`config.mk`:
```
export PLATFORM = sky130hd
export DESIGN_NAME = tpa_side_root
export DESIGN_NICKNAME = d
export VERILOG_FILES = /design/src/hw/rtl/tpa_pkg.sv /design/src/hw/rtl/tpa_side_root.sv
export SDC_FILE = /design/constraint.sdc
export NUM_CORES = 1
export LEC_CHECK = 0
export ABC_AREA = 1
export BUFFER_PORTS_ARGS = -buffer_cell sky130_fd_sc_hd__buf_2
export CORE_MARGIN = 5
export CORE_UTILIZATION = 35
export DETAILED_ROUTE_END_ITERATION = 7
export GPL_TIMING_DRIVEN = 0
export PLACE_DENSITY = 0.53
export SLEW_MARGIN = 20
export SYNTH_ARGS = -nofsm -noshare
export SYNTH_HDL_FRONTEND = slang
export SYNTH_SLANG_ARGS = --single-unit
```
`constraint.sdc`:
```
create_clock -name clock -period 2 [get_ports clock]
set_input_delay 0.1 -clock clock [delete_from_list [all_inputs] [get_ports clock]]
set_output_delay 0.1 -clock clock [all_outputs]
set_load 0.005 [all_outputs]
```
`src/hw/rtl/tpa_pkg.sv`:
```
// Shared constants, types and square-root step functions for the triangle perimeter/area block.
package tpa_pkg;

   localparam int COORD_BITS = 12;
   localparam int DIFF_W     = COORD_BITS + 1;
   localparam int SQ_W       = 2 * COORD_BITS;
   localparam int D2_W       = 2 * COORD_BITS + 1;
   localparam int FRAC_SHIFT = 16;
   localparam int SIDE_W     = (D2_W + FRAC_SHIFT + 1) / 2;
   localparam int SIDE_RAD_W = 2 * SIDE_W;
   localparam int SIDE_REM_W = SIDE_W + 1;
   localparam int S_W        = SIDE_W + 2;
   localparam int M_W        = 2 * S_W;
   localparam int PROD_W     = 4 * S_W;
   localparam int AREA_W     = 2 * S_W;
   localparam int AREA_REM_W = AREA_W + 1;
   localparam int AREA_DROP  = 10;
   localparam int PERIM_W    = 22;
   localparam int AREA_OUT_W = 31;
   localparam logic [63:0] PERIM_MAX = 64'd4194303;
   localparam logic [63:0] AREA_MAX  = 64'd2147483647;

   // input reg, diff, square sum, side roots, sum, factors, muls,
   // partial products, middle sum, product, area root, output reg
   localparam int LAT = 3 + SIDE_W + 6 + AREA_W + 1;

   typedef struct packed {
      logic [SIDE_REM_W-1:0] rem;
      logic [SIDE_W-1:0]     root;
   } side_step_type;

   typedef struct packed {
      logic [AREA_REM_W-1:0] rem;
      logic [AREA_W-1:0]     root;
   } area_step_type;

   function automatic side_step_type side_step(input logic [SIDE_REM_W-1:0] rem,
                                               input logic [SIDE_W-1:0] root,
                                               input logic [1:0] dig);
      logic [SIDE_REM_W+1:0] wide;
      logic [SIDE_REM_W+1:0] trial;
      side_step_type         res;
      wide  = {rem, dig};
      trial = (SIDE_REM_W + 2)'({root, 2'b01});
      if (wide >= trial) begin
         res.rem  = SIDE_REM_W'(wide - trial);
         res.root = {root[SIDE_W-2:0], 1'b1};
      end else begin
         res.rem  = SIDE_REM_W'(wide);
         res.root = {root[SIDE_W-2:0], 1'b0};
      end
      return res;
   endfunction

   function automatic area_step_type area_step(input logic [AREA_REM_W-1:0] rem,
                                               input logic [AREA_W-1:0] root,
                                               input logic [1:0] dig);
      logic [AREA_REM_W+1:0] wide;
      logic [AREA_REM_W+1:0] trial;
      area_step_type         res;
      wide  = {rem, dig};
      trial = (AREA_REM_W + 2)'({root, 2'b01});
      if (wide >= trial) begin
         res.rem  = AREA_REM_W'(wide - trial);
         res.root = {root[AREA_W-2:0], 1'b1};
      end else begin
         res.rem  = AREA_REM_W'(wide);
         res.root = {root[AREA_W-2:0], 1'b0};
      end
      return res;
   endfunction

endpackage

```
`src/hw/rtl/tpa_side_root.sv`:
```
// Pipelined integer square root of a squared side length, one result bit per stage.
module tpa_side_root import tpa_pkg::*; (
   input  logic              clock,
   input  logic              adv,
   input  logic [D2_W-1:0]   d2,
   output logic [SIDE_W-1:0] side
);

   logic [SIDE_REM_W-1:0] rem_ff  [SIDE_W];
   logic [SIDE_W-1:0]     root_ff [SIDE_W];
   logic [SIDE_RAD_W-1:0] rad_ff  [SIDE_W];

   for (genvar k = 0; k < SIDE_W; k++) begin : g_stage
      logic [SIDE_REM_W-1:0] rem_src;
      logic [SIDE_W-1:0]     root_src;
      logic [SIDE_RAD_W-1:0] rad_src;
      side_step_type         step_in;

      if (k == 0) begin : g_first
         assign rem_src  = '0;
         assign root_src = '0;
         assign rad_src  = SIDE_RAD_W'({d2, {FRAC_SHIFT{1'b0}}});
      end else begin : g_next
         assign rem_src  = rem_ff[k-1];
         assign root_src = root_ff[k-1];
         assign rad_src  = rad_ff[k-1];
      end

      assign step_in = side_step(rem_src, root_src, rad_src[SIDE_RAD_W-1 -: 2]);

      always_ff @(posedge clock) begin
         if (adv) begin
            root_ff[k] <= step_in.root;
            rem_ff[k]  <= step_in.rem;
            rad_ff[k]  <= rad_src << 2;
         end
      end
   end

   assign side = root_ff[SIDE_W-1];

endmodule

```
Word level (Yosys, flattened, before mapping)
Memories as Yosys holds them, arrays and structs flattened.
Cells that the tools add are included.
Word-level totals
  logic and storage cells: 68
  register bits after elaboration: 0
  input bits: 27
  RAM bits: 1743
  memories kept: 3
Operators by class
  muxes and demuxes: 23
  $lt $le $gt $ge: 21
  $add $sub $neg: 21
Memory list
  rad_ff: words 21, width 40, rd ports 20, clocked after memory_dff 0, write ports 21, RTL line tpa_side_root.sv:11  | logic [SIDE_RAD_W-1:0] rad_ff [SIDE_W];
  rem_ff: words 21, width 22, rd ports 20, clocked after memory_dff 0, write ports 21, RTL line tpa_side_root.sv:9  | logic [SIDE_REM_W-1:0] rem_ff [SIDE_W];
  root_ff: words 21, width 21, rd ports 21, clocked after memory_dff 0, write ports 21, RTL line tpa_side_root.sv:10  | logic [SIDE_W-1:0] root_ff [SIDE_W];
Operator list (count)
  43-bit two-way mux: 21
  24-bit by 23-bit >= comparator with 1-bit output: 20
  22-bit subtractor: 20
  1-bit two-way mux: 2
  1-bit by 1-bit subtractor with 2-bit output (second input constant): 1
  1-bit >= comparator (second input constant): 1

Logic depth before layout (Yosys ltp)
An unclocked memory read counts as a cell.
  word-level depth: 3
  depth in mapped cells: 14

Least setup slack after synthesis
No wires, ideal clock.
  path kind: register to register
  from: mem rem_ff[4][45] (netlist name)
  to: mem rem_ff[4][83] (netlist name), data pin
  clock period less this slack: 2.186 ns
  data required time: 1.747 ns
  data arrival time: 1.932 ns
  cell stages (with the launch flop): 13
  slack: -0.186 ns
  buffers on the path: 1
  path through: edfxtp_1 > inv_1 > ha_1 > fa_1 > nand3_1 > nand3_1 > nand2_1 > nand2_1 > nand3_1 > nand3_2 > buf_4 > nand3_1 > nand2_1
RTL lines (RTL line)
  start: declaration: tpa_side_root.sv:9

==> flow_metrics.tcl <==
set metrics [dict create \
    yosysTopAreaCell "edfxtp_1" \
    cts_max_level 3 \
    fin_skew_ns 0.0476 \
    post_dp_cell_area_mm2 0.0495 \
    critPathSlowestCell "edfxtp_1" \
    track_usage_pct 17.3 \
    ys.flop_type "edfxtp_1" \
    drc_errors 0 \
    synth.top_cells.by_count "1777 x nand2_1, 855 x inv_1, 788 x edfxtp_1" \
    critPathBufInv 2 \
    netlist_instances 5446 \
    crit_type "reg2reg" \
    finalCritPeriodShare_pct 114 \
    clk_path_buf_depth 3 \
    synth_top_area_share_pct 50.9 \
    rsz0062_at_grt "yes" \
    antenna_left 0 \
    synth.most_common_cell "nand2_1" \
    grt_max_degree 102 \
    timing.final.ws_setup_ns -0.280 \
    final_util_pct 48.6 \
    syn_area_mm2 0.0465 \
    maxSlewHeadroom_pct 62.1 \
    fmax_mhz 439 \
    drtIter0Drc 2442 \
    first_global_vias 36700 \
    worstMarginPinSlew_ns 0.569 \
    via_per_inst 4.80 \
    multi_input_area_mm2 0.0256 \
    path_common_cell "nand3_2" \
    die_h_um 375 \
    ios 48 \
    core_mm2 0.132 \
    die_width_um 375 \
    power.static_leakage_nw 27.6 \
    min_path_cells 2 \
    post_drt_wl_per_cell_um 16.4 \
    diodes 0 \
    finalHoldViolations 0 \
    via_count 38200 \
    slowest_delay_ns 0.44 \
    cp_cell_sequence "ha_4, fa_2, nand3_2, nand3_2, nand2_2, nand2_4, nand3b_1, nand3_4, buf_6, buf_8, nand3_2, nand2_2" \
    synth_nets 5717 \
    cp-end-kind "flop" \
    power_mw 55.2 \
    hpwl_um 88700 \
    seqCellArea_mm2 0.0237 \
    synth_edf_count 788 \
    violations "setup timing" \
    crit_arrival_ns 2.72 \
    cts_tree "built" \
    rows 133 \
    max-vdd-ir-drop_mv 0.645 \
    drt_pass1_iterations 6 \
    antenna_found_initial 1 \
    gp_congestion 0.898 \
    syn_to_final_growth_pct 37.6 \
    hp-class "in2reg" \
    p_per_area_mw_per_mm2 862 \
    cap_viol_max_count 0 \
    cts_sinks 788 \
    fin_crit_ns 2.28 \
    cp.required_ns 2.44 \
    nets 6390 \
    reg2regPathDepth 12 \
    crit_family "simple AND/OR/NAND/NOR gates" \
    totalWireLength_um 130000 \
    clk_latency_ns 0.71 \
    ys_ff_latch 788 \
    finalInstanceArea_mm2 0.0640 \
    start_util_pct 35.3 \
    cts-root-buf "clkbuf_16" \
    grt_pass1_wl_um 196000 \
    finalSetupViolCount 243 \
    io_buffers 47 \
    clkTransAtPathRegs_ns 0.07 \
    drv_slew 0 \
    setup_tns_ns -31.69 \
    synth_seq_area_share_pct 50.9 \
    dieArea_mm2 0.140 \
    grt_overflow 0 \
    synthDistinctLibCells 54 \
    num-fill-cells 12100 \
    start_kind "flop" \
    drive_gt1_share_pct 32.5 \
    synthArstFlopShare_pct 0 \
    synth.area.top_cells "edfxtp_1 51%, nand2_1 14%, inv_1 6.9%" \
    path_depth 12 \
    numCtsBuffers 92 \
    outcome "finished with violations" \
    avgSynthCellArea_um2 8.54 \
    dpl_worst_slack_ns -0.787 \
    cp_max_fo 5 \
    yosysWarnings 0 \
]
[sequential cells by signal (all words and copies together) (netlist names)]
register / count
rad_ff: 156
rem_ff: 408
root_ff: 224
[repair_timing]
| action | in CTS | in global routing |
|---|---|---|
| gates resized for setup | 746 | 945 |
| setup endpoints to repair | 483 | 411 |
| hold buffers | 30 | 0 |
| cloned | 32 | 8 |
| hold endpoints to repair | 74 | 0 |
| pin swaps | 212 | 355 |
| buffers inserted | 303 | 190 |
[worst reg2reg max path: cells and delay by family (launching register included)]
kind                     cells  cell delay (ns)
flip-flops                   1             0.44
AND/OR/NAND/NOR              8             0.72
adder cells (fa/ha/maj)      2             0.56
buffers and inverters        2             0.30
[logic make-up (layout without fill, tap and decap cells)]
group / count (synthesis) / after routing / synth area share, %
xor gates and xnor gates: 160 / 160 / 3.01
DFF: 788 / 788 / 50.9
and+or+nand+nor: 2906 / 2906 / 26.3
AOI/OAI and AO/OA: 428 / 428 / 5.17
other: 1 / 1 / 0.00806
adders and majority gates: 244 / 244 / 6.68
buffers and inverters: 919 / 1666 / 7.90
[through the flow]
step	hold WS (ns)	std cells
after floorplan	0.199	5446
final	0.0603	7948
after detailed placement	0.278	7256
after CTS	0.00273	7785
after global placement	0.277	7248
after global routing	0.0321	7948
[metal layers]
layer	part of all wire [%]	global-route usage [%]	wire length (um)
met2	48	29.3	63000
met3	4.1	2.40	5390
met5	0.010	0	13
met1	45	23.0	57900
met4	2.9	5.68	3780
[area by class of cell]
type / count / area share [%]
Inverter: 878 / 5.32
Timing Repair Buffer: 587 / 8.66
Timing Repair inverter: 1 / 0.0137
Tap cell: 1755 / 3.43
Clock buffer: 112 / 3.71
Buffer: 32 / 0.825
Multi-Input combinational cell: 3739 / 40.0
Sequential cell: 788 / 37.0
Clock inverter: 56 / 1.03
[power by group]
group	internal (mW)	switching [mW]	leakage, nW
Combinational	6.79	9.20	18.7
Sequential	20.6	1.54	7.44
Clock	10.0	7.00	1.46
Total	37.4	17.7	27.6
[layout by cell type, fill, tap and decap left out, types with 13 or more instances in the layout]
cell type / Yosys / final
clkbuf_1: 0 / 20
nand3_2: 13 / 67
xor2_1: 102 / 97
o21ai_2: 32 / 82
nand2_4: 4 / 148
nand2_2: 25 / 335
edfxtp_1: 788 / 788
nor2_4: 6 / 55
clkbuf_16: 0 / 99
buf_12: 2 / 39
ha_4: 0 / 153
xnor2_1: 58 / 56
nor3_1: 50 / 43
o21ai_0: 104 / 46
buf_16: 0 / 20
nand4_1: 80 / 80
dlygate4sd3_1: 0 / 27
nand2_1: 1777 / 1319
nand3b_1: 57 / 57
a21oi_4: 0 / 66
inv_2: 16 / 134
a21oi_2: 20 / 53
clkinv_1: 1 / 16
buf_8: 0 / 21
a21oi_1: 206 / 107
o21ai_4: 0 / 18
buf_2: 10 / 47
inv_1: 855 / 725
nor2_1: 491 / 399
ha_1: 237 / 71
buf_6: 15 / 62
nor2_2: 15 / 58
nand3_4: 3 / 34
ha_2: 0 / 13
and2_1: 15 / 13
buf_4: 14 / 393
o21ai_1: 43 / 33
nand3_1: 338 / 253
[path summary, 6_finish.rpt]
path	from	to	slack (ns)
worst min register to register	rad_ff[0][69]$_DFFE_PP_	rad_ff[0][111]$_DFFE_PP_	0.40
worst max register to register	rem_ff[4][22]$_SDFFCE_PP0P_	rem_ff[4][59]$_DFFE_PP_	-0.28
worst max-delay path	rem_ff[4][22]$_SDFFCE_PP0P_	rem_ff[4][59]$_DFFE_PP_	-0.28
worst min-delay path	adv	rad_ff[2][75]$_DFFE_PP_	0.06
Note: power is estimated with default switching activity, not from simulation.
